===== config.mk =====
export PLATFORM = sky130hd
export DESIGN_NAME = dcf_cell
export DESIGN_NICKNAME = d
export VERILOG_FILES = /design/src/rtl/dcf_pkg.sv /design/src/rtl/dcf_cell.sv
export SDC_FILE = /design/constraint.sdc
export NUM_CORES = 1
export LEC_CHECK = 0
export BUFFER_PORTS_ARGS = -buffer_cell sky130_fd_sc_hd__buf_2
export CAP_MARGIN = 20
export CORE_MARGIN = 2
export CORE_UTILIZATION = 45
export DETAILED_ROUTE_END_ITERATION = 8
export GPL_TIMING_DRIVEN = 0
export HOLD_SLACK_MARGIN = 0.05
export PLACE_DENSITY = 0.87
export SLEW_MARGIN = 10
export SYNTH_ARGS = -nofsm -noshare
export SYNTH_HDL_FRONTEND = slang
export SYNTH_SLANG_ARGS = --single-unit

===== constraint.sdc =====
create_clock -name i_clk -period 4.05 [get_ports i_clk]
set_clock_uncertainty 0.05 [all_clocks]
set_input_delay 0 -clock i_clk [delete_from_list [all_inputs] [get_ports i_clk]]
set_output_delay 0 -clock i_clk [all_outputs]
set_load 0.01 [all_outputs]

===== src/rtl/dcf_pkg.sv =====
// Package for the duplicate-free coordinate queue.
// Holds operation and status codes, field widths and the cell control struct.
// Used by the channel interfaces and by every module of the block.
`default_nettype none

package dcf_pkg;

    localparam int DCF_QUEUE_DEPTH = 64;
    localparam int DCF_COORD_WIDTH = 8;
    localparam int DCF_FIELD_W     = 8;
    localparam int DCF_CNT_W       = $clog2(DCF_QUEUE_DEPTH + 1);
    localparam int DCF_SCAN_CHUNK  = 32;

    typedef enum logic [1:0] {
        OP_ADD      = 2'd0,
        OP_POP      = 2'd1,
        OP_CONTAINS = 2'd2,
        OP_CLEAR    = 2'd3
    } t_op;

    typedef enum logic [1:0] {
        ST_DONE  = 2'd0,
        ST_DUP   = 2'd1,
        ST_FULL  = 2'd2,
        ST_EMPTY = 2'd3
    } t_status;

    typedef struct packed {
        logic cmp;
        logic load;
        logic shift;
        logic clear;
    } t_cell_ctrl;

endpackage

`default_nettype wire


===== src/rtl/dcf_cell.sv =====
// One storage cell of the queue chain: a valid bit, a stored pair and a match flag.
// Depends on dcf_pkg for the control struct; neighbours feed it on every cycle.
`default_nettype none

module dcf_cell
    import dcf_pkg::*;
#(
    parameter int KEY_W = 2 * DCF_COORD_WIDTH
) (
    input  wire             i_clk,
    input  wire             i_rst_n,
    input  t_cell_ctrl      i_ctrl,
    input  wire [KEY_W-1:0] i_key,
    input  wire             i_prev_valid,
    input  wire             i_next_valid,
    input  wire [KEY_W-1:0] i_next_data,
    output logic            o_valid,
    output logic [KEY_W-1:0] o_data,
    output logic            o_hit
);

    logic             r_valid, n_valid;
    logic [KEY_W-1:0] r_data, n_data;
    logic             r_hit;

    // The first free cell above an occupied one takes a new pair; on a pop
    // every cell copies its upper neighbour so the head stays in cell zero.
    always_comb begin
        n_valid = r_valid;
        n_data  = r_data;
        priority if (i_ctrl.clear) begin
            n_valid = 1'b0;
        end else if (i_ctrl.shift) begin
            n_valid = i_next_valid;
            n_data  = i_next_data;
        end else if (i_ctrl.load && !r_valid && i_prev_valid) begin
            n_valid = 1'b1;
            n_data  = i_key;
        end
    end

    always_ff @(posedge i_clk) begin
        if (!i_rst_n) begin
            r_valid <= 1'b0;
            r_hit   <= 1'b0;
        end else begin
            r_valid <= n_valid;
            if (i_ctrl.cmp) begin
                r_hit <= r_valid && (r_data == i_key);
            end
        end
    end

    always_ff @(posedge i_clk) begin
        r_data <= n_data;
    end

    assign o_valid = r_valid;
    assign o_data  = r_data;
    assign o_hit   = r_hit;

endmodule

`default_nettype wire


== Word-level counts from Yosys, hierarchy flattened ==
Cells that the tools add are included.

* Equality and inequality tests: 1
* Reductions and logical operators: 7
* Bitwise operators: 2
* Multiplexer cells: 4

{| class="wikitable"
|+ Operators with widths
! operator !! count
|-
| 16-bit two-way mux || 2
|-
| 16-bit equality test || 1
|-
| 1-bit logical AND || 3
|-
| 1-bit two-way mux || 2
|-
| 1-bit NOT || 2
|-
| 2-bit AND reduction || 1
|-
| 2-bit nonzero test || 1
|-
| 2-bit OR reduction || 1
|-
| 1-bit logical NOT || 1
|}

* Register bits after elaboration: 18
* Logic and storage cells: 17
* Output and inout port bits: 18
* Input bits: 40

== Longest topological paths before layout ==
Gate-level depths: netlist of run 1.

* Depth after elaboration: 5
* Depth in mapped cells: 4
* Depth with buffers taken out: 4

== Worst setup path after synthesis of run 1 ==
OpenSTA, ideal clock, no wires.

* Path type: input to register
* From: in i_ctrl[1] in the netlist's numbering
* To: reg r_data[0] (netlist: o_data[0]), enable pin
* Arrival: 1.167 ns
* Path slack: 2.444 ns
* Cell stages on the path: 4
* Data required time: 3.611 ns
* Library setup time: 0.389 ns
* Buffers on the path: 2
* Cells stage by stage: buf_2 buf_2 a31oi_1 nor2_1

* Longest elaborated chain between the ends: 2

{| class="wikitable"
|+ Ends and longest elaborated chain
! item !! line !! RTL
|-
| from (decl) || dcf_cell.sv:12 || <nowiki>input t_cell_ctrl i_ctrl,</nowiki>
|-
| 2-bit nonzero test (no line) || n/a ||
|-
| 2-bit AND reduction (no line) || n/a ||
|-
| to (signal assigned) || dcf_cell.sv:55 || <nowiki>r_data <= n_data;</nowiki>
|-
| to (decl) || dcf_cell.sv:23 || <nowiki>logic [KEY_W-1:0] r_data, n_data;</nowiki>
|}

Every way passes these cells.
A chain may end at the register's enable or synchronous reset.

== Worst setup path after layout of run 1 ==
* From: reg r_data[8] (netlist: o_data[8])
* To: reg r_hit (netlist: o_hit)

* Longest elaborated chain between the ends: 2

{| class="wikitable"
|+ Ends and longest elaborated chain
! item !! line !! RTL
|-
| 16-bit equality test || dcf_cell.sv:49 || <nowiki>r_hit <= r_valid && (r_data == i_key);</nowiki>
|-
| 1-bit logical AND || dcf_cell.sv:49 ||
|-
| to (signal assigned) || dcf_cell.sv:49 ||
|-
| to (decl) || dcf_cell.sv:24 || <nowiki>logic r_hit;</nowiki>
|}

Every way passes these cells.

==> results of run 1 <==
power breakdown:
part	switching (mW)	internal (mW)	leakage, nW
clock network	0.0553	0.0547	0.0210
registers	0.00713	0.216	0.168
logic	0.0444	0.0720	0.505
per-stage QoR:
step | cells | total power [mW] | cell area [um2]
finish | 192 | 0.4493 | 1668
global route | 192 | 0.4695 | 1668
CTS | 192 | 0.4464 | 1668
detailed placement | 151 | 0.3064 | 1261
global placement | 150 | 0.3020 | 1250
floorplan | 67 | 0.2675 | 935.9
cell type report:
cell class / count / area, um2 / area share
clock buffers: 4 / 36.28 / 0.02176
multi-input cells: 46 / 401.6 / 0.2408
well taps: 27 / 33.78 / 0.02026
repair buffers: 94 / 661.9 / 0.3968
flip-flops and latches: 18 / 520.5 / 0.3121
plain buffers: 2 / 10.01 / 0.006001
inverters: 1 / 3.754 / 0.002251
critical path, stage by stage, from the launching register on:
cell,delay (ns)
edfxtp_1,0.45
xnor2_1,0.22
nand4_1,0.16
or4_1,0.54
o21ai_1,0.12
dlygate4sd3_1,0.55
synth_stat cells:
cell / instances / area [um2]
edfxtp_1: 16 / 480.5
o21ai_1: 1 / 5.000
a31oi_1: 1 / 6.260
mux2_2: 16 / 180.2
buf_2: 2 / 10.01
nand3b_1: 1 / 7.510
dfxtp_1: 2 / 40.04
nor2_1: 2 / 7.510
nor3b_1: 1 / 7.510
xnor2_1: 16 / 140.1
nand3_1: 1 / 5.000
nand4_1: 4 / 25.02
inv_1: 1 / 3.750
or4_1: 1 / 7.510
a21oi_1: 2 / 10.01
layer usage:
layer  GRT usage  share of wire  vias to the layer above  wire length, um
met1      0.2860           0.37                      457             1131
met3     0.04848          0.053                       10              162
met2      0.4911           0.54                       46             1639
met5           0              0                        -                0
met4      0.1389          0.037                        0              112
li1            -              -                      447                -
cell usage in the layout, fill, tap and decap left out, drive strengths merged, types with 2 or more instances in the layout:
cell / netlist / final
a21oi: 2 / 2
buf: 2 / 59
clkbuf: 0 / 4
dfxtp: 2 / 2
dlygate4sd3: 0 / 37
edfxtp: 16 / 16
mux2: 16 / 16
nand4: 4 / 4
nor2: 2 / 2
xnor2: 16 / 16
registers in the layout, summed over array words and instances (netlist names):
register	flops
o_hit	1
o_data	16
o_valid	1
cell families after synthesis:
logic type / Yosys count / synth area share
DFF: 18 / 0.5562
xor gates and xnor gates: 16 / 0.1497
and+or+nand+nor: 10 / 0.06417
muxes: 16 / 0.1925
buffers and inverters: 3 / 0.01470
AOI/OAI and AO/OA: 4 / 0.02273
worst max path at each step:
stage / start / end / slack [ns]
global placement: i_ctrl[1] / o_data[2] / 2.00
CTS: o_data[3] / o_hit / 2.08
finish: o_data[8] / o_hit / 1.92
detailed placement: i_ctrl[1] / o_data[2] / 2.35
floorplan: i_ctrl[1] / o_data[0] / 2.44
global route: o_data[8] / o_hit / 1.87
what timing repair did:
| action | in CTS | in global routing |
|---|---|---|
| hold buffers | 37 | 0 |
| hold endpoints to repair | 18 | 0 |
| resized for setup | 0 | 0 |
| setup endpoints to repair | 0 | 0 |
| buffers inserted | 0 | 0 |
==> flow_summary.ini, run 1 <==
[outcome]
status = finished, final reports clean

[pwr]
p_leak_nw = 0.6940
worst_ir_drop_vdd_v = 0.0002425
power.density_nw_per_um2 = 269.4

[routing]
first_pass_iters = 4
vias = 960
drc_errors = 0
wirelength_um = 3045
drt_iter0_markers = 12
drtAntennaViolNets = 0
via_per_inst = 5.000
wl_per_cell_um = 15.86

[min_path]
worstHoldEndpoint = o_data[7]
min_path_type = input port to flip-flop
holdPathStages = 3
holdCritStartpoint = i_prev_valid

[synth]
yosys_warnings = 0
synth_cell_types = 15
ys_seq_elements = 18
syn_nets = 107
avgSynthCellArea_um2 = 13.97
yosysSeqAreaShare = 0.5561
synth.cell_area_um2 = 935.9
syn_inst = 67

[global_routing]
grt_use_total = 0.2667
grt_max_degree = 11
antenna_found_initial = 0
grt_pass1_wl_um = 4767
overflow = 0
grt_pass1_vias = 1041

[cells_and_area]
syn_to_final_growth_pct = 78.21
final_util = 0.8501
fillers = 118
drive_gt1_frac = 0.4788
nets = 206
diodes = 0

[clock_network]
clk_latency_ns = 0.29
cts-buffers-inserted = 3
root_buffer = clkbuf_4
cts-htree-levels = 1
cts_sinks = 18
ctsLongestPathBuffers = 2
cts_tree = yes
path_clk_slew_ns = 0.11

[sta]
slew_headroom = 0.5428
holdWs_ns = 0.3058
fmax_mhz = 468.4
worst_pin_slew_ns = 0.6832
rsz0062_at_grt = no
setup_ws_ns = 1.915
finalCriticalPeriod_ns = 2.135
setup_violations = 0
drv_slew = 0
fin_setup_tns_ns = 0
finalCritPeriodShare = 0.5271
finalHoldViolations = 0

[critical_path]
rr_startpoint = o_data[8]
worstSetupStartpointType = flip-flop
worstSetupEndpointType = flip-flop
regToRegEndpoint = o_hit
r2r_slack_ns = 1.92
cp.required_ns = 4.24
cp_max_fo = 2
worstPathArrival_ns = 2.33
r2r_cells = 5
worstSetupPathType = flip-flop to flip-flop

[floorplan]
die_h_um = 49.61
ios = 58
rows = 16
core-area_um2 = 1962
die-area_um2 = 2461
start_util = 0.4770
die_w_um = 49.61

[placed_design]
dp_slack_ns = 2.349
port_buffers = 56
gp_congestion = 0.6892

[run]
maxCapViolCount = 0
(Power assumes the default switching activity.)
==> inputs of run 2 (changes only) <==
--- a/config.mk
+++ b/config.mk
@@ -7,12 +7,13 @@
 export LEC_CHECK = 0
 export BUFFER_PORTS_ARGS = -buffer_cell sky130_fd_sc_hd__buf_2
 export CAP_MARGIN = 20
+export CORE_ASPECT_RATIO = 0.6
 export CORE_MARGIN = 2
-export CORE_UTILIZATION = 45
+export CORE_UTILIZATION = 37
 export DETAILED_ROUTE_END_ITERATION = 8
 export GPL_TIMING_DRIVEN = 0
 export HOLD_SLACK_MARGIN = 0.05
-export PLACE_DENSITY = 0.87
+export PLACE_DENSITY = 0.76
 export SLEW_MARGIN = 10
 export SYNTH_ARGS = -nofsm -noshare
 export SYNTH_HDL_FRONTEND = slang
==> constraint.sdc (replaced) <==
create_clock -name i_clk -period 1.9 [get_ports i_clk]
set_clock_uncertainty 0.05 [all_clocks]
set_input_delay 0 -clock i_clk [delete_from_list [all_inputs] [get_ports i_clk]]
set_output_delay 0 -clock i_clk [all_outputs]
set_load 0.01 [all_outputs]
==> flow_summary.ini, run 2 (synthesis gave the netlist of run 1 again) <==
[sta]
setup_violations = 0
slew_headroom = 0.4561
worst_pin_slew_ns = 0.8150
drv_slew = 0
fin_setup_tns_ns = 0
rsz0062_at_grt = no
finalCritPeriodShare = 0.8182
fmax_mhz = 643.2
finalCriticalPeriod_ns = 1.555
finalHoldViolations = 0
holdWs_ns = 0.1063

[cells_and_area]
drive_gt1_frac = 0.4788
layout_common_cells = buf_2 (58), dlygate4sd3_1 (38), mux2_2 (16), xnor2_1 (16), edfxtp_1 (16)
final_util = 0.6908
largest_register_ffs = 16
fin_area_um2 = 1694
nets = 206
syn_to_final_growth_pct = 81.02
stdcell_count = 197
fillers = 186
diodes = 0
layout_commonest_cell = buf_2

[pwr]
worst_ir_drop_vdd_v = 0.0005806
power.internal_mw = 0.7986
p_switching_mw = 0.2295
clkPwrFrac = 0.301
p_leak_nw = 0.6950
combPwrFrac = 0.238
seqPwrFrac = 0.461
swShare = 0.2233
power.density_nw_per_um2 = 606.9

[critical_path]
cp_max_fo = 10
crit_path_top_delay_cell = dlygate4sd3_1
path_delay_family = buffers and inverters
cp.required_ns = 1.85
worstPathArrival_ns = 1.51
worstSetupEndpointType = flip-flop
worstSetupPathType = input port to flip-flop
cp_slowest_stage_delay_ns = 0.56
cp_cell_sequence = buf_2, buf_2, mux2_2, dlygate4sd3_1
crit_top_cell = buf_2
worstSetupStartpointType = input port
path_buf_inv = 3

[routing]
first_pass_iters = 4
wirelength_um = 2561
wl_per_cell_um = 13.00
drt_iter0_markers = 16
vias = 911
via_per_inst = 4.624
drc_errors = 0
drtAntennaViolNets = 0

[global_routing]
grt_pass1_vias = 901
grt_pass1_wl_um = 4015
grt_max_degree = 17
grt_use_total = 0.1910
antenna_found_initial = 0
overflow = 0

[clock_network]
clk_latency_ns = 0.25
cts_sinks = 18
cts_tree = yes
cts-buffers-inserted = 3
root_buffer = clkbuf_8
cts_setup_buffers = 0
path_clk_slew_ns = 0.07
ctsLongestPathBuffers = 2
cts-htree-levels = 1

[placed_design]
dp_hpwl_um = 1626
placed_area_um2 = 1259
gp_congestion = 0.7503
port_buffers = 56
place_inst = 155

[floorplan]
rows = 14
die-area_um2 = 2961
die_h_um = 42.96
die_w_um = 68.93
start_util = 0.3816
core-area_um2 = 2452
ios = 58

[run]
maxCapViolCount = 0

[outcome]
status = finished, final reports clean

[min_path]
min_path_type = input port to flip-flop
-- run 2: cell count changes in the layout (fill, tap and decap cells not counted) --
cell / change
buf_6: -1
clkbuf_4: -3
clkbuf_8: +3
dlygate4sd3_1: +1
nor2_1: -1
nor2_2: +1
-- run 2: path summary, 6_finish.rpt --
check	from	to	slack (ns)	cells past startpoint
worst max-delay path	i_ctrl[1]	o_data[6]	0.35	4
worst min-delay path	i_rst_n	o_hit	0.11	4
worst max register to register	o_valid	o_data[4]	0.37	3
worst min register to register	o_valid	o_hit	0.58	3
-- run 2: tightest hold or removal path: stages --
cell	delay [ns]
buf_2	0.12
nand4_1	0.09
or4_1	0.11
o21ai_1	0.05
-- run 2: metrics by stage --
step / power [mW] / setup WS [ns]
2_1_floorplan: 0.5702 / 0.2941
3_3_place_gp: 0.6459 / -0.1984
3_5_place_dp: 0.6525 / 0.1302
4_1_cts: 1.037 / 0.3341
5_1_grt: 1.075 / 0.2397
6_report: 1.028 / 0.3453
-- run 2: power groups by stage --
stage / Sequential (mW) / Clock, mW / Combinational (mW)
finish: 0.474 / 0.310 / 0.244
global route: 0.477 / 0.334 / 0.265
CTS: 0.474 / 0.323 / 0.240
detailed placement: 0.483 / 0 / 0.170
global placement: 0.481 / 0 / 0.165
floorplan: 0.493 / 0 / 0.0775
-- run 2: per-layer routing --
metal / part of all wire / vias to the layer above / track usage
li1: - / 446 / -
met1: 0.43 / 428 / 0.2301
met2: 0.50 / 33 / 0.3308
met3: 0.057 / 4 / 0.05836
met4: 0.0090 / 0 / 0.04706
met5: 0 / - / 0
-- run 2: final cells by class --
cell class	count	area (um2)	share of cell area
plain buffers	2	10.01	0.005908
clock buffers	4	55.05	0.03250
inverters	1	3.754	0.002216
multi-input cells	46	404.1	0.2386
flip-flops and latches	18	520.5	0.3072
well taps	32	40.04	0.02363
repair buffers	94	660.6	0.3900
-- run 2: timing repair --
item	4_1_cts	5_1_grt
gates resized for setup	0	0
hold buffers	38	0
endpoints found under the hold margin	18	0
==> inputs of run 3 (changes only) <==
==> constraint.sdc (replaced) <==
create_clock -name i_clk -period 1.4 [get_ports i_clk]
set_clock_uncertainty 0.05 [all_clocks]
set_input_delay 0 -clock i_clk [delete_from_list [all_inputs] [get_ports i_clk]]
set_output_delay 0 -clock i_clk [all_outputs]
set_load 0.01 [all_outputs]
==> flow_summary.ini, run 3 (synthesis gave the netlist of run 1 again) <==
[outcome]
status = complete, but fails checks
violations = setup timing

[routing]
vias = 916
first_pass_iters = 2
wl_per_cell_um = 13.17
wirelength_um = 2581
drtAntennaViolNets = 0
via_per_inst = 4.673
drc_errors = 0
drt_iter0_markers = 19

[floorplan]
die-area_um2 = 2961
start_util = 0.3816
rows = 14
die_h_um = 42.96
die_w_um = 68.93
ios = 58
core-area_um2 = 2452

[run]
maxCapViolCount = 0

[pwr]
worst_ir_drop_vdd_v = 0.0006968
p_total_mw = 1.390
power.density_nw_per_um2 = 812.5
p_leak_nw = 0.7037

[critical_path]
cp.required_ns = 1.54
rr_startpoint = o_data[1]
worstSetupStartpointType = flip-flop
cp_max_fo = 2
worstSetupEndpointType = flip-flop
crit_start = o_data[1]
worstSetupPathType = flip-flop to flip-flop
worstPathArrival_ns = 1.60

[sta]
fmax_mhz = 685.2
worst_pin_slew_ns = 0.2895
slew_headroom = 0.8061
finalCritPeriodShare = 1.042
setup_ws_ns = -0.05948
setup_violations = 1
rsz0062_at_grt = yes
fin_setup_tns_ns = -0.05948
finalHoldViolations = 0
drv_slew = 0
finalCriticalPeriod_ns = 1.459

[cells_and_area]
multi_input_area_um2 = 420.4
diodes = 0
area.sequential_um2 = 520.5
syn_to_final_growth_pct = 82.75
nets = 205
fillers = 185
largest_register_ffs = 16
layout_common_cells = buf_2 (58), dlygate4sd3_1 (36), mux2_2 (16), edfxtp_1 (16), xnor2_1 (15)
drive_gt1_frac = 0.5000
layout_commonest_cell = buf_2

[clock_network]
cts-buffers-inserted = 3
cts_tree = yes
cts_sinks = 18
cts-htree-levels = 1
root_buffer = clkbuf_8
clk_latency_ns = 0.25
ctsLongestPathBuffers = 2
path_clk_slew_ns = 0.07

[min_path]
holdCritStartpoint = i_key[3]
min_path_type = input port to flip-flop

[placed_design]
port_buffers = 56
gp_congestion = 0.6372
dp_hpwl_um = 1670

[global_routing]
grt_use_total = 0.1875
antenna_found_initial = 0
overflow = 0
grt_pass1_vias = 952
grt_pass1_wl_um = 4002
grt_max_degree = 17
==> run 3: cell count changes in the layout (fill, tap and decap cells not counted), sizes merged <==
cell         before  now
dlygate4sd3      38   36
buf              58   59
==> run 3: per-layer routing <==
layer	vias to the layer above	wire [um]	GRT usage
met5	-	0	0
met2	31	1386	0.3596
met1	438	1039	0.2044
met4	0	9	0.02353
li1	445	-	-
met3	2	147	0.05836
==> run 3: layout make-up <==
cell class,count,share of cell area
Clock buffer,4,0.03219
Multi-Input combinational cell,46,0.2458
Sequential cell,18,0.3043
Tap cell,32,0.02341
Inverter,1,0.002195
Timing Repair Buffer,93,0.3862
Buffer,2,0.005852
==> run 3: per-stage QoR <==
stage                     instance area [um2]  hold WS, ns  setup WS [ns]  utilization  instances
after detailed placement                 1259       0.1471        -0.3278       0.5133        155
after floorplan                         938.4      0.02615       0.002442            -         67
after global routing                     1710      0.05083        -0.1248       0.6974        196
after CTS                                1669      0.02847        -0.1050       0.6806        194
final                                    1710      0.04483       -0.05948       0.6974        196
after global placement                   1259       0.1460        -0.2720       0.5133        155
==> run 3: worst paths after layout <==
check,cells past startpoint,to,slack (ns)
setup / recovery,4,o_hit,-0.06
hold reg to reg,3,o_hit,0.57
setup reg to reg,4,o_hit,-0.06
hold / removal,2,o_data[3],0.04
==> run 3: where the power goes <==
part	internal, mW	switching (mW)	total (mW)
registers	0.624	0.0192	0.643
clock network	0.250	0.176	0.426
logic	0.200	0.120	0.321
total	1.07	0.315	1.39
==> run 3: repair_timing <==
action | 4_1_cts | 5_1_grt
hold endpoints to repair | 18 | 1
setup buffers | 0 | 1
pin swaps | 0 | 4
hold buffers | 35 | 1
setup endpoints to repair | 17 | 17
resized for setup | 1 | 2
==> run 3: worst max-delay path, cell delays in order, from the launching register on <==
cell      delay (ns)
edfxtp_1        0.40
xnor2_1         0.17
nand4_1         0.13
or4_4           0.54
o21ai_1         0.12
