**src/rtl/dcf_pkg.sv**
```systemverilog
// Package for the duplicate-free coordinate queue.
// Holds operation and status codes, field widths and the cell control struct.
// Used by the channel interfaces and by every module of the block.
`default_nettype none

package dcf_pkg;

    localparam int DCF_QUEUE_DEPTH = 64;
    localparam int DCF_COORD_WIDTH = 8;
    localparam int DCF_FIELD_W     = 8;
    localparam int DCF_CNT_W       = $clog2(DCF_QUEUE_DEPTH + 1);
    localparam int DCF_SCAN_CHUNK  = 32;

    typedef enum logic [1:0] {
        OP_ADD      = 2'd0,
        OP_POP      = 2'd1,
        OP_CONTAINS = 2'd2,
        OP_CLEAR    = 2'd3
    } t_op;

    typedef enum logic [1:0] {
        ST_DONE  = 2'd0,
        ST_DUP   = 2'd1,
        ST_FULL  = 2'd2,
        ST_EMPTY = 2'd3
    } t_status;

    typedef struct packed {
        logic cmp;
        logic load;
        logic shift;
        logic clear;
    } t_cell_ctrl;

endpackage

`default_nettype wire

```
**src/rtl/dcf_scan.sv**
```systemverilog
// Folds the per-cell match flags into a single hit, one chunk of flags a cycle.
// Depends on dcf_pkg for the chunk width.
`default_nettype none

module dcf_scan
    import dcf_pkg::*;
#(
    parameter int QUEUE_DEPTH = DCF_QUEUE_DEPTH
) (
    input  wire                   i_clk,
    input  wire                   i_rst_n,
    input  wire                   i_start,
    input  wire [QUEUE_DEPTH-1:0] i_hits,
    output logic                  o_done,
    output logic                  o_hit
);

    localparam int NCHUNK = (QUEUE_DEPTH + DCF_SCAN_CHUNK - 1) / DCF_SCAN_CHUNK;
    localparam int PAD_W  = NCHUNK * DCF_SCAN_CHUNK;
    localparam int IDX_W  = (NCHUNK > 1) ? $clog2(NCHUNK) : 1;

    logic [PAD_W-1:0] w_padded;
    logic [IDX_W-1:0] r_idx;
    logic             r_busy;
    logic             r_done;
    logic             r_acc;
    logic             w_last;

    assign w_padded = PAD_W'(i_hits);
    assign w_last   = (r_idx == IDX_W'(NCHUNK - 1));

    always_ff @(posedge i_clk) begin
        if (!i_rst_n) begin
            r_busy <= 1'b0;
            r_done <= 1'b0;
            r_idx  <= '0;
            r_acc  <= 1'b0;
        end else begin
            r_done <= 1'b0;
            if (i_start) begin
                r_busy <= 1'b1;
                r_idx  <= '0;
                r_acc  <= 1'b0;
            end else if (r_busy) begin
                r_acc <= r_acc | (|w_padded[r_idx * DCF_SCAN_CHUNK +: DCF_SCAN_CHUNK]);
                if (w_last) begin
                    r_busy <= 1'b0;
                    r_done <= 1'b1;
                end else begin
                    r_idx <= r_idx + 1'b1;
                end
            end
        end
    end

    assign o_done = r_done;
    assign o_hit  = r_acc;

endmodule

`default_nettype wire

```
**config.mk**
```make
export PLATFORM = sky130hd
export DESIGN_NAME = dcf_scan
export DESIGN_NICKNAME = d
export VERILOG_FILES = /design/src/rtl/dcf_pkg.sv /design/src/rtl/dcf_scan.sv
export SDC_FILE = /design/constraint.sdc
export NUM_CORES = 1
export LEC_CHECK = 0
export BUFFER_PORTS_ARGS = -buffer_cell sky130_fd_sc_hd__buf_4
export CAP_MARGIN = 20
export CORE_MARGIN = 2
export CORE_UTILIZATION = 21
export DETAILED_ROUTE_END_ITERATION = 7
export PLACE_DENSITY = 0.85
export SYNTH_ARGS = -nofsm -noshare
export SYNTH_HDL_FRONTEND = slang
export SYNTH_SLANG_ARGS = --single-unit
```
**constraint.sdc**
```tcl
create_clock -name i_clk -period 1.2 [get_ports i_clk]
set_input_delay 0.3 -clock i_clk [delete_from_list [all_inputs] [get_ports i_clk]]
set_output_delay 0.3 -clock i_clk [all_outputs]
set_load 0.05 [all_outputs]
```
# Word-level counts from Yosys, hierarchy flattened
# Cells that the tools add are included.
[word_totals]
regBits = 4
latch_bits = 0
mem_bits_rw = 0
mem_bits_ro = 0
in_bits = 67
output_inout_bits = 2
wordCells = 17
memories = 0
[op_classes]
n_addsub = 1
n_mul = 0
n_div = 0
n_lt_le_gt_ge = 0
eq_ne = 0
shifts = 1
n_mux = 5
n_bitwise = 3
n_reduce_logical = 3
[op_table]
columns = ["op", "n"]
rows = [
  ["$shiftx 64x7->32", 1],
  ["$reduce_or 32->1", 1],
  ["$mux 1", 5],
  ["$reduce_or 3->1", 1],
  ["$not 1->1", 2],
  ["$reduce_or 2->1", 1],
  ["$add 1x1->1 const B", 1],
  ["$or 1x1->1", 1],
]

# Longest topological paths before layout
# Gate-level depths: netlist (run 1).
[depth]
ltp_word = 3
ltp_mapped = 4

# Worst setup path after synthesis (run 1)
# Ideal clock, no wire load.
[synth_timing]
kind = "register to register"
from = "register r_acc (netlist: o_hit)"
to = "register r_acc (netlist: o_hit)"
arrival_ns = 1.112
required_time_ns = 1.108
setup_slack_ns = -0.003
path_stages_with_launch = 5
path_buffers = 0
period_less_slack_ns = 1.203
cell_sequence = "dfxtp_1 nand3b_1 nand4_1 nor3_1 nor4_1"
[synth_via]
elab_chain_len = 1
[synth_rtl]
columns = ["element", "line_no", "rtl"]
rows = [
  ["from (decl)", "dcf_scan.sv:26", "logic r_acc;"],
  ["from (signal assigned)", "dcf_scan.sv:45", "r_acc <= r_acc | (|w_padded[r_idx * DCF_SCAN_CHUNK +: DCF_SCAN_CHUNK]);"],
  ["$or 1x1->1", "dcf_scan.sv:45", ""],
]
# Every way passes these cells.
# A chain may end at the register's enable or synchronous reset.

# Final worst setup path (run 1)
[layout_timing]
from = "register r_idx"
to = "register r_acc (netlist: o_hit)"
[layout_via]
elab_chain_len = 3
[layout_rtl]
columns = ["element", "line_no", "rtl"]
rows = [
  ["from (decl)", "dcf_scan.sv:23", "logic [IDX_W-1:0] r_idx;"],
  ["from (signal assigned)", "dcf_scan.sv:50", "r_idx <= r_idx + 1'b1;"],
  ["$shiftx 64x7->32", "dcf_scan.sv:45", ""],
  ["$reduce_or 32->1", "dcf_scan.sv:45", ""],
  ["$or 1x1->1", "dcf_scan.sv:45", ""],
]
# Every way passes these cells.

==> key figures, run 1 <==
Outcome
  – Status: finished, final reports clean

Finish
  – P&R area growth vs syn: 190%
  – Share of cells above drive strength 1: 66.7%
  – Multi-input logic area: 211 um^2
  – Register Area: 81.3 um^2
  – Nets: 180
  – Most frequent cells in the layout: buf_4 (68), nor4_1 (14), nor2_1 (6)
  – Commonest non-fill, non-tap cell in the layout: buf_4
  – # fillers: 116
  – Final antenna diode count: 0
  – Post-Layout Inst Area: 845 um^2

Worst setup path
  – CP bufs+invs: 0
  – Critical path's top delay family: simple AND/OR/NAND/NOR gates
  – CP Data Required Time: 1.31 ns
  – Setup Crit Path Kind: register to register
  – CP endpoint kind: register
  – Type of element launching the critical path: register
  – CP arrival: 1.23 ns
  – Critical-path top delay cell: dfxtp_1
  – Worst-path fanout max: 5
  – Worst path most repeated cell: nor4_1
  – CP max stage delay: 0.34 ns
  – Critical path startpoint: r_idx$_SDFFE_PP0P_
  – Crit-path cells: nor4_1, nand4_1, nor3_1, nor4_1
  – Critical R2R Launch: r_idx$_SDFFE_PP0P_

Yosys
  – Synthesized flop and latch total: 4
  – Cell Area, Synth: 292 um^2
  – Sequential fraction of the synthesis area: 27.5%
  – Syn Inst Count: 40
  – Mapped Avg Cell Area: 7.29 um^2
  – Synth warn: 0
  – Syn nets: 107
  – Netlist cell types: 11

Route
  – Drt first pass iters: 3
  – DRC Markers: 0
  – Vias per cell: 5.07
  – DRT iter0 DRCs: 2
  – Via count: 639
  – Final WL: 1380 um
  – ANT nets after route: 0
  – WL per Instance: 10.9 um

Placement
  – Cell Area, Placed: 822 um^2
  – Placer Congestion: 0.702
  – Input/output buffers: 68

Timing
  – Tmin final: 1.12 ns
  – Worst Clk Skew: 0.00549 ns
  – RSZ-0062 raised after global routing: no
  – Worst Tran Pin Value: 0.266 ns
  – Final setup viols: 0
  – Tcrit/Tclk final: 93.4%
  – Peak Freq: 893 MHz
  – Final Hold Fails: 0
  – Slew HR: 82.1%
  – Hold slack: 0.290 ns
  – Max-slew violations: 0

Clocking
  – Max Root-Sink Buffers: 2
  – Postcts setup bufs: 0
  – Clock sink count: 4
  – Root Driver: clkbuf_4
  – H-tree depth: 1
  – CTS tree: done
  – Clk_lat worst skew: 0.23 ns
  – Total CTS buffers: 3
  – Resized Gates After CTS: 0
  – CTS clk-pin slew, worst paths: 0.04 ns
  – # hold bufs at CTS: 0

Hold path
  – Hold Path Class: input port to register
  – Hold path start: i_rst_n

Pwr
  – Pint: 0.000403 W
  – Net Sw Frac: 21.4%
  – Flop pwr share: 28.4%
  – Clk pwr share: 32.5%
  – LEAKAGE: 0.407 nW
  – P per Cell Area: 607 mW/mm^2
  – Net Switching: 0.000110 W
  – Worst IR drop on VDD: 0.337 mV
  – Comb power frac: 39.1%

Floorplanning
  – Die width: 41.3 um
  – Die Span Y: 41.3 um
  – Io pins: 69
  – Initial Utilization: 22.4%
  – Row count: 13
  – Area of the core: 0.00130 mm^2
  – Die ar.: 0.00170 mm^2

Global routing
  – GRT Util Overall: 19.3%
  – Initial antenna violation count: 0
  – Largest net degree at the start of global routing: 6
  – Grt ovf: 0
  – First-pass GRT wire length: 2170 um
  – Vias in the first global route: 676

Job
  – MaxCap Viol Count: 0
## layout make-up
cell class / instances / share of cell area, %
repair buffers: 68 / 60.4
multi-input cells: 36 / 25.0
flip-flops and latches: 4 / 9.63
clock buffers: 3 / 2.67
well taps: 15 / 2.22
## power groups by stage
stage          sequential (W)  combinational (W)  clock (W)
2_1_floorplan        0.000152          0.0000237          0
3_3_place_gp         0.000147           0.000197          0
3_5_place_dp         0.000147           0.000202          0
4_1_cts              0.000145           0.000202   0.000175
5_1_grt              0.000146           0.000220   0.000182
6_report             0.000146           0.000200   0.000167
## metrics by stage
step / setup TNS (ns) / total power [W] / std cells / setup slack (ns) / util [%]
after CTS: 0 / 0.000523 / 126 / 0.0742 / 64.9
after floorplan: 0 / 0.000176 / 40 / 0.172 / -
after global placement: -0.0401 / 0.000344 / 123 / -0.0401 / 63.2
final: 0 / 0.000512 / 126 / 0.0796 / 64.9
after detailed placement: -0.0413 / 0.000349 / 123 / -0.0413 / 63.2
after global routing: 0 / 0.000547 / 126 / 0.0121 / 64.9
## metal layers
layer  vias up  share of wire [%]  GRT usage [%]
li1        307                  -              -
met1       285                 26           15.2
met2        47                 56           41.4
met3         0                 18           2.17
met4         0                  0           12.9
met5         -                  0              0
## worst register-to-register path, cell delays in order (launching register included)
cell and delay [ns]:
dfxtp_1 0.34, nor4_1 0.27, nand4_1 0.12, nor3_1 0.19
nor4_1 0.08
## synthesized netlist by cell type
| library cell | number | share of area [%] |
|---|---|---|
| nor4_1 | 14 | 30 |
| nand2_1 | 3 | 3.9 |
| nand4_1 | 4 | 8.6 |
| nand3b_1 | 1 | 2.6 |
| nor2_1 | 6 | 7.7 |
| nand2b_1 | 1 | 2.1 |
| o21a_1 | 1 | 2.6 |
| dfxtp_1 | 4 | 27 |
| and2b_2 | 1 | 3.0 |
| nor4b_2 | 1 | 5.1 |
| nor3_1 | 4 | 6.9 |
## flip-flops by register name (all words and copies together), names as in the netlist
signal / cells
o_done: 1
o_hit: 1
r_busy: 1
r_idx: 1
## kinds of logic after synthesis
kind of cell	synth area share (%)
flops	27.5
simple gates	70.0
compound gates	2.58
## worst paths after layout
| path | endpoint | slack, ns | cells after the start |
|---|---|---|---|
| max reg2reg | o_hit$_SDFFE_PP0P_ | 0.08 | 4 |
| min reg2reg | o_done$_SDFF_PP0_ | 0.49 | 2 |
| max | o_hit$_SDFFE_PP0P_ | 0.08 | 4 |
| min | r_busy$_SDFF_PN0_ | 0.29 | 2 |
Power figures use the tool's default switching activity.
==> run 2, diff against run 1 <==
- CORE_UTILIZATION: 21 -> 22
- CTS_BUF_LIST: unset -> sky130_fd_sc_hd__clkbuf_4 sky130_fd_sc_hd__clkbuf_8
- MAX_ROUTING_LAYER: unset -> met4
- PLACE_DENSITY: 0.85 -> 0.88
==> key figures, run 2 (synthesis gave the netlist of run 1 again) <==
Finish
  – # fillers: 121 (+4.3%)
  – Most frequent cells in the layout: buf_4 (68), nor4_1 (13), nor2_1 (6)
  – Share of cells above drive strength 1: 68.5% (+1.8 points)
  – Nets: 180 (unchanged)
  – Register Area: 81.3 um^2 (unchanged)
  – P&R area growth vs syn: 194%
  – Final antenna diode count: 0 (unchanged)
  – Commonest non-fill, non-tap cell in the layout: buf_4
  – Core Util, Final: 67.5% (+2.6 points)
  – Multi-input logic area: 223 um^2 (+5.3%)
  – Post-Layout Inst Area: 856 um^2 (+1.3%)

Global routing
  – Most used routing layer: met2
  – Largest net degree at the start of global routing: 6 (unchanged)
  – Grt ovf: 0 (unchanged)
  – Met3 usage: 2.78% (+0.60 points)
  – Met1 usage: 15.8% (+0.63 points)
  – First-pass GRT wire length: 2210 um (+1.9%)
  – GRT Util Overall: 20.9% (+1.6 points)
  – GR Layer Usage met2: 46.4% (+5.0 points)
  – Vias in the first global route: 643 (-4.9%)
  – Initial antenna violation count: 0 (unchanged)

Outcome
  – Status: finished, final reports clean

Route
  – Vias per cell: 4.97 (-2.0%)
  – Drt first pass iters: 4 (+1)
  – WL per Instance: 11.6 um (+6.3%)
  – DRT iter0 DRCs: 6 (+4)
  – Final WL: 1470 um (+6.3%)
  – Via count: 626 (-2.0%)
  – DRC Markers: 0 (unchanged)
  – ANT nets after route: 0 (unchanged)

Placement
  – Input/output buffers: 68 (unchanged)
  – Post-place setup slack: -0.0708 ns (-0.0294 ns)
  – Cell Area, Placed: 822 um^2 (unchanged)
  – Placer Congestion: 0.718 (+2.3%)

Worst setup path
  – Critical-path top delay cell: dfxtp_1
  – CP max stage delay: 0.34 ns (about the same)
  – Crit-path cells: nor4_2, nand4_1, nor3_2, nor4_1
  – Worst-path fanout max: 5 (unchanged)
  – Setup Crit Path Kind: register to register
  – Type of element launching the critical path: register
  – FF-to-FF path depth: 4 (unchanged)
  – CP Data Required Time: 1.32 ns (about the same)
  – CP endpoint kind: register
  – CP arrival: 1.20 ns (-0.03 ns)

Timing
  – Final setup viols: 0 (unchanged)
  – Slew HR: 80.6% (-1.5 points)
  – Tmin final: 1.08 ns (-0.0391 ns)
  – Final Hold Fails: 0 (unchanged)
  – Worst Clk Skew: 0.00125 ns (-0.00424 ns)
  – RSZ-0062 raised after global routing: no
  – Max-slew violations: 0 (unchanged)
  – Final WS setup: 0.119 ns (+0.0391 ns)
  – Tcrit/Tclk final: 90.1% (-3.3 points)
  – Worst Tran Pin Value: 0.288 ns (+0.0221 ns)
  – Peak Freq: 925 MHz (+3.6%)

Clocking
  – # hold bufs at CTS: 0 (unchanged)
  – CTS clk-pin slew, worst paths: 0.04 ns (about the same)
  – Max Root-Sink Buffers: 2 (unchanged)
  – CTS tree: done
  – Total CTS buffers: 3 (unchanged)
  – Clk_lat worst skew: 0.23 ns (about the same)
  – H-tree depth: 1 (unchanged)
  – Clock sink count: 4 (unchanged)
  – Root Driver: clkbuf_4

Floorplanning
  – Die ar.: 0.00163 mm^2 (-4.1%)
  – Io pins: 69 (unchanged)
  – Die Span Y: 40.4 um (-2.1%)
  – Die width: 40.4 um (-2.1%)
  – Initial Utilization: 23.0% (+0.57 points)
  – Row count: 13 (unchanged)
  – Area of the core: 0.00127 mm^2 (-2.5%)

Hold path
  – Worst Hold Depth: 2 (unchanged)
  – Hold Path Class: input port to register

Pwr
  – Worst IR drop on VDD: 0.254 mV (-25%)
  – LEAKAGE: 0.407 nW (+0.19%)
  – P per Cell Area: 602 mW/mm^2 (-0.81%)

Job
  – MaxCap Viol Count: 0 (unchanged)
-- run 2: critical path: cells and delay by family (launching register included) --
| family | cells | cell delay [ns] |
|---|---|---|
| AND/OR/NAND/NOR | 4 | 0.63 |
| flip-flops | 1 | 0.34 |
-- run 2: path summary, 6_finish.rpt --
path	endpoint	slack (ns)	startpoint
worst min-delay path	r_busy$_SDFF_PN0_	0.28	i_rst_n
worst min register to register	o_done$_SDFF_PP0_	0.47	r_busy$_SDFF_PN0_
worst max register to register	o_hit$_SDFFE_PP0P_	0.12	r_idx$_SDFFE_PP0P_
worst max-delay path	o_hit$_SDFFE_PP0P_	0.12	r_idx$_SDFFE_PP0P_
-- run 2: cell type report --
type	instances	share of cell area (%)
clock buffer	3	2.63
timing repair buffer	68	59.6
sequential	4	9.50
tap	15	2.19
multi-input combinational	36	26.0
-- run 2: per-layer routing --
layer	routed length (um)	vias to the layer above
met5	0	-
met3	204	0
met1	383	272
met4	0	0
met2	878	48
li1	-	306
-- run 2: power by group --
group	internal [W]	leakage, nW	switching (W)
clock network	0.000112	0.0138	0.0000553
registers	0.000140	0.0332	0.00000573
logic	0.000152	0.360	0.0000506
-- run 2: timing repair --
action / in CTS / in global routing
endpoints found under the setup margin: 0 / 1
gates resized for setup: 0 / 2
setup buffers: 0 / 0
-- run 2: per-stage QoR --
stage | setup TNS (ns) | hold slack, ns | std cells | power (W)
global route | 0 | 0.286 | 126 | 0.000548
finish | 0 | 0.285 | 126 | 0.000515
global placement | -0.0195 | 0.454 | 123 | 0.000343
detailed placement | -0.0708 | 0.460 | 123 | 0.000348
CTS | 0 | 0.278 | 126 | 0.000522
floorplan | 0 | 0.417 | 40 | 0.000176
==> run 3, diff against run 2 <==
- ABC_AREA: unset -> 1
- CORE_UTILIZATION: 22 -> 26
- PLACE_DENSITY: 0.88 -> 0.9
==> key figures, run 3 <==
Clocking
  – Clk_lat worst skew: 0.23 ns (about the same)
  – H-tree depth: 1 (unchanged)
  – Clock sink count: 4 (unchanged)
  – Resized Gates After CTS: 0 (unchanged)
  – Total CTS buffers: 3 (unchanged)
  – Max Root-Sink Buffers: 2 (unchanged)
  – # hold bufs at CTS: 0 (unchanged)
  – Root Driver: clkbuf_4
  – CTS tree: done
  – Postcts setup bufs: 0 (unchanged)
  – CTS clk-pin slew, worst paths: 0.03 ns (about the same)

Yosys
  – Top FF cell, synth: dfxtp_1
  – Post-synth EDFFs: 0 (unchanged)
  – Syn Inst Count: 74 (+85%)
  – Syn nets: 141 (+32%)
  – Top-count cell post-synth: nor2_1
  – Yosys top cell by area: nor2_1
  – Mapped Avg Cell Area: 4.90 um^2 (-33%)
  – Top cell type's share of synthesized area: 40.3% (+10 points)
  – Synth cell count leaders: nor2_1 (39), nand2_1 (16), dfxtp_1 (4)
  – Sequential fraction of the synthesis area: 22.1% (-5.4 points)
  – Synthesized flop and latch total: 4 (unchanged)
  – Largest cells by area after synthesis: nor2_1 (40%), dfxtp_1 (22%), nand2_1 (17%)
  – Asr flop ratio synth: 0% (unchanged)
  – Synth warn: 0 (unchanged)
  – Netlist cell types: 12 (+1)
  – Cell Area, Synth: 363 um^2 (+24%)

Timing
  – Max-slew violations: 0 (unchanged)
  – Worst Tran Pin Value: 0.146 ns (-0.143 ns)
  – Peak Freq: 932 MHz (+0.83%)
  – Sum Neg Setup Slack: 0 ns (unchanged)
  – Final setup viols: 0 (unchanged)
  – Tcrit/Tclk final: 89.4% (-0.74 points)
  – RSZ-0062 raised after global routing: no
  – Slew HR: 90.2% (+9.6 points)
  – Final Hold Fails: 0 (unchanged)
  – Tmin final: 1.07 ns (-0.00892 ns)
  – Worst Clk Skew: 0.0000443 ns (-0.00121 ns)
  – Hold slack: 0.283 ns (-0.00120 ns)

Worst setup path
  – Crit-path cells: buf_4
  – Critical path startpoint: o_hit$_SDFFE_PP0P_
  – Critical R2R Launch: r_idx$_SDFFE_PP0P_
  – Worst-path fanout max: 2 (-3)
  – Critical-path top delay cell: dfxtp_1
  – CP endpoint kind: output port
  – CP bufs+invs: 1 (+1)
  – CP Data Required Time: 0.90 ns (-0.42 ns)
  – CP arrival: 0.77 ns (-0.43 ns)
  – CP max stage delay: 0.33 ns (about the same)
  – Type of element launching the critical path: register
  – Setup Crit Path Kind: register to output port
  – Critical path's top delay family: flip-flops

Finish
  – Commonest non-fill, non-tap cell in the layout: buf_4
  – Nets: 214 (+19%)
  – Most frequent cells in the layout: buf_4 (68), nor2_1 (39), nand2_1 (16)
  – Share of cells above drive strength 1: 50.3% (-18 points)
  – # fillers: 118 (-2.5%)
  – Register Area: 80.1 um^2 (-1.5%)
  – P&R area growth vs syn: 152%
  – Multi-input logic area: 268 um^2 (+20%)
  – Final antenna diode count: 0 (unchanged)

Route
  – DRC Markers: 0 (unchanged)
  – Drt first pass iters: 4 (unchanged)
  – DRT iter0 DRCs: 3 (-3)
  – WL per Instance: 9.48 um (-19%)
  – Final WL: 1520 um (+3.4%)
  – Vias per cell: 4.44 (-11%)
  – ANT nets after route: 0 (unchanged)
  – Via count: 711 (+14%)

Global routing
  – Grt ovf: 0 (unchanged)
  – Largest net degree at the start of global routing: 5 (-1)
  – GR Layer Usage met2: 39.5% (-7.0 points)
  – Initial antenna violation count: 0 (unchanged)
  – Most used routing layer: met2
  – First-pass GRT wire length: 2040 um (-7.8%)
  – Met3 usage: 6.91% (+4.1 points)
  – Met1 usage: 13.9% (-1.9 points)
  – Vias in the first global route: 592 (-7.9%)
  – GRT Util Overall: 19.1% (-1.8 points)

Hold path
  – Hold path start: i_start
  – Hold Path Class: input port to register

Floorplanning
  – Io pins: 69 (unchanged)
  – Row count: 13 (unchanged)
  – Die width: 41.4 um (+2.4%)
  – Die Span Y: 41.4 um (+2.4%)
  – Die ar.: 0.00171 mm^2 (+4.8%)
  – Area of the core: 0.00130 mm^2 (+2.6%)
  – Initial Utilization: 27.9% (+4.9 points)

Placement
  – Placer Congestion: 0.719 (+0.11%)
  – Post-detail-place hpwl: 1350 um
  – Input/output buffers: 68 (unchanged)

Pwr
  – LEAKAGE: 0.478 nW (+17%)
  – Worst IR drop on VDD: 0.342 mV (+35%)
  – P per Cell Area: 570 mW/mm^2 (-5.2%)

Outcome
  – Status: finished, final reports clean

Job
  – MaxCap Viol Count: 0 (unchanged)
run 3: cell types whose count changed in the layout (fill, tap and decap cells not counted), moves of 2 or more:
cell and delta:
nor2_1 +33, nand2_1 +13, nor4_1 -13, inv_1 +3, nand3_1 +3, nand4_1 -3, a21oi_1 +2
run 3: worst reg2reg max path, stage by stage (launching register included):
cell and delay, ns:
dfxtp_1 0.33, inv_2 0.06, nor2_1 0.08, nand3_1 0.07, nor2_1 0.11, nand2_1 0.06
nand3_1 0.08, nand2_1 0.05
run 3: layout make-up:
class | count | share of cell area [%]
Multi-Input combinational cell | 66 | 29.3
Timing Repair Buffer | 68 | 55.8
Inverter | 4 | 1.64
Tap cell | 15 | 2.05
Clock buffer | 3 | 2.46
Sequential cell | 4 | 8.76
run 3: cell families (layout without fill, tap and decap cells):
kind of cell | Yosys count | count (layout) | share of synthesized area (%)
compound gates | 2 | 2 | 2.76
buf+inv | 4 | 75 | 4.14
flops | 4 | 4 | 22.1
simple gates | 64 | 64 | 71.0
run 3: power by group:
group          switching (W)  internal [W]
clock network      0.0000510      0.000112
logic              0.0000605      0.000155
registers         0.00000336      0.000140
run 3: final timing paths:
check                        to  slack, ns  depth (start not counted)
min           r_busy$_SDFF_PN0_       0.28                          3
min reg2reg  o_hit$_SDFFE_PP0P_       0.47                          2
max                       o_hit       0.13                          1
max reg2reg  o_hit$_SDFFE_PP0P_       0.26                          7
run 3: metal layers:
metal | vias to the layer above | part of all wire [%] | wire length, um
met5 | - | 0 | 0
met4 | 0 | 1.7 | 26
met3 | 4 | 17 | 252
met2 | 50 | 50 | 763
met1 | 286 | 31 | 474
li1 | 371 | - | -
run 3: metrics by stage:
stage | setup slack, ns | util, % | power (W) | std cells | area [um^2]
detailed placement | 0.0553 | 68.6 | 0.000362 | 157 | 892
floorplan | 0.211 | - | 0.000191 | 74 | 363
finish | 0.128 | 70.3 | 0.000522 | 160 | 915
CTS | 0.124 | 70.3 | 0.000531 | 160 | 915
global route | 0.100 | 70.3 | 0.000558 | 160 | 915
global placement | 0.0688 | 68.6 | 0.000356 | 157 | 892
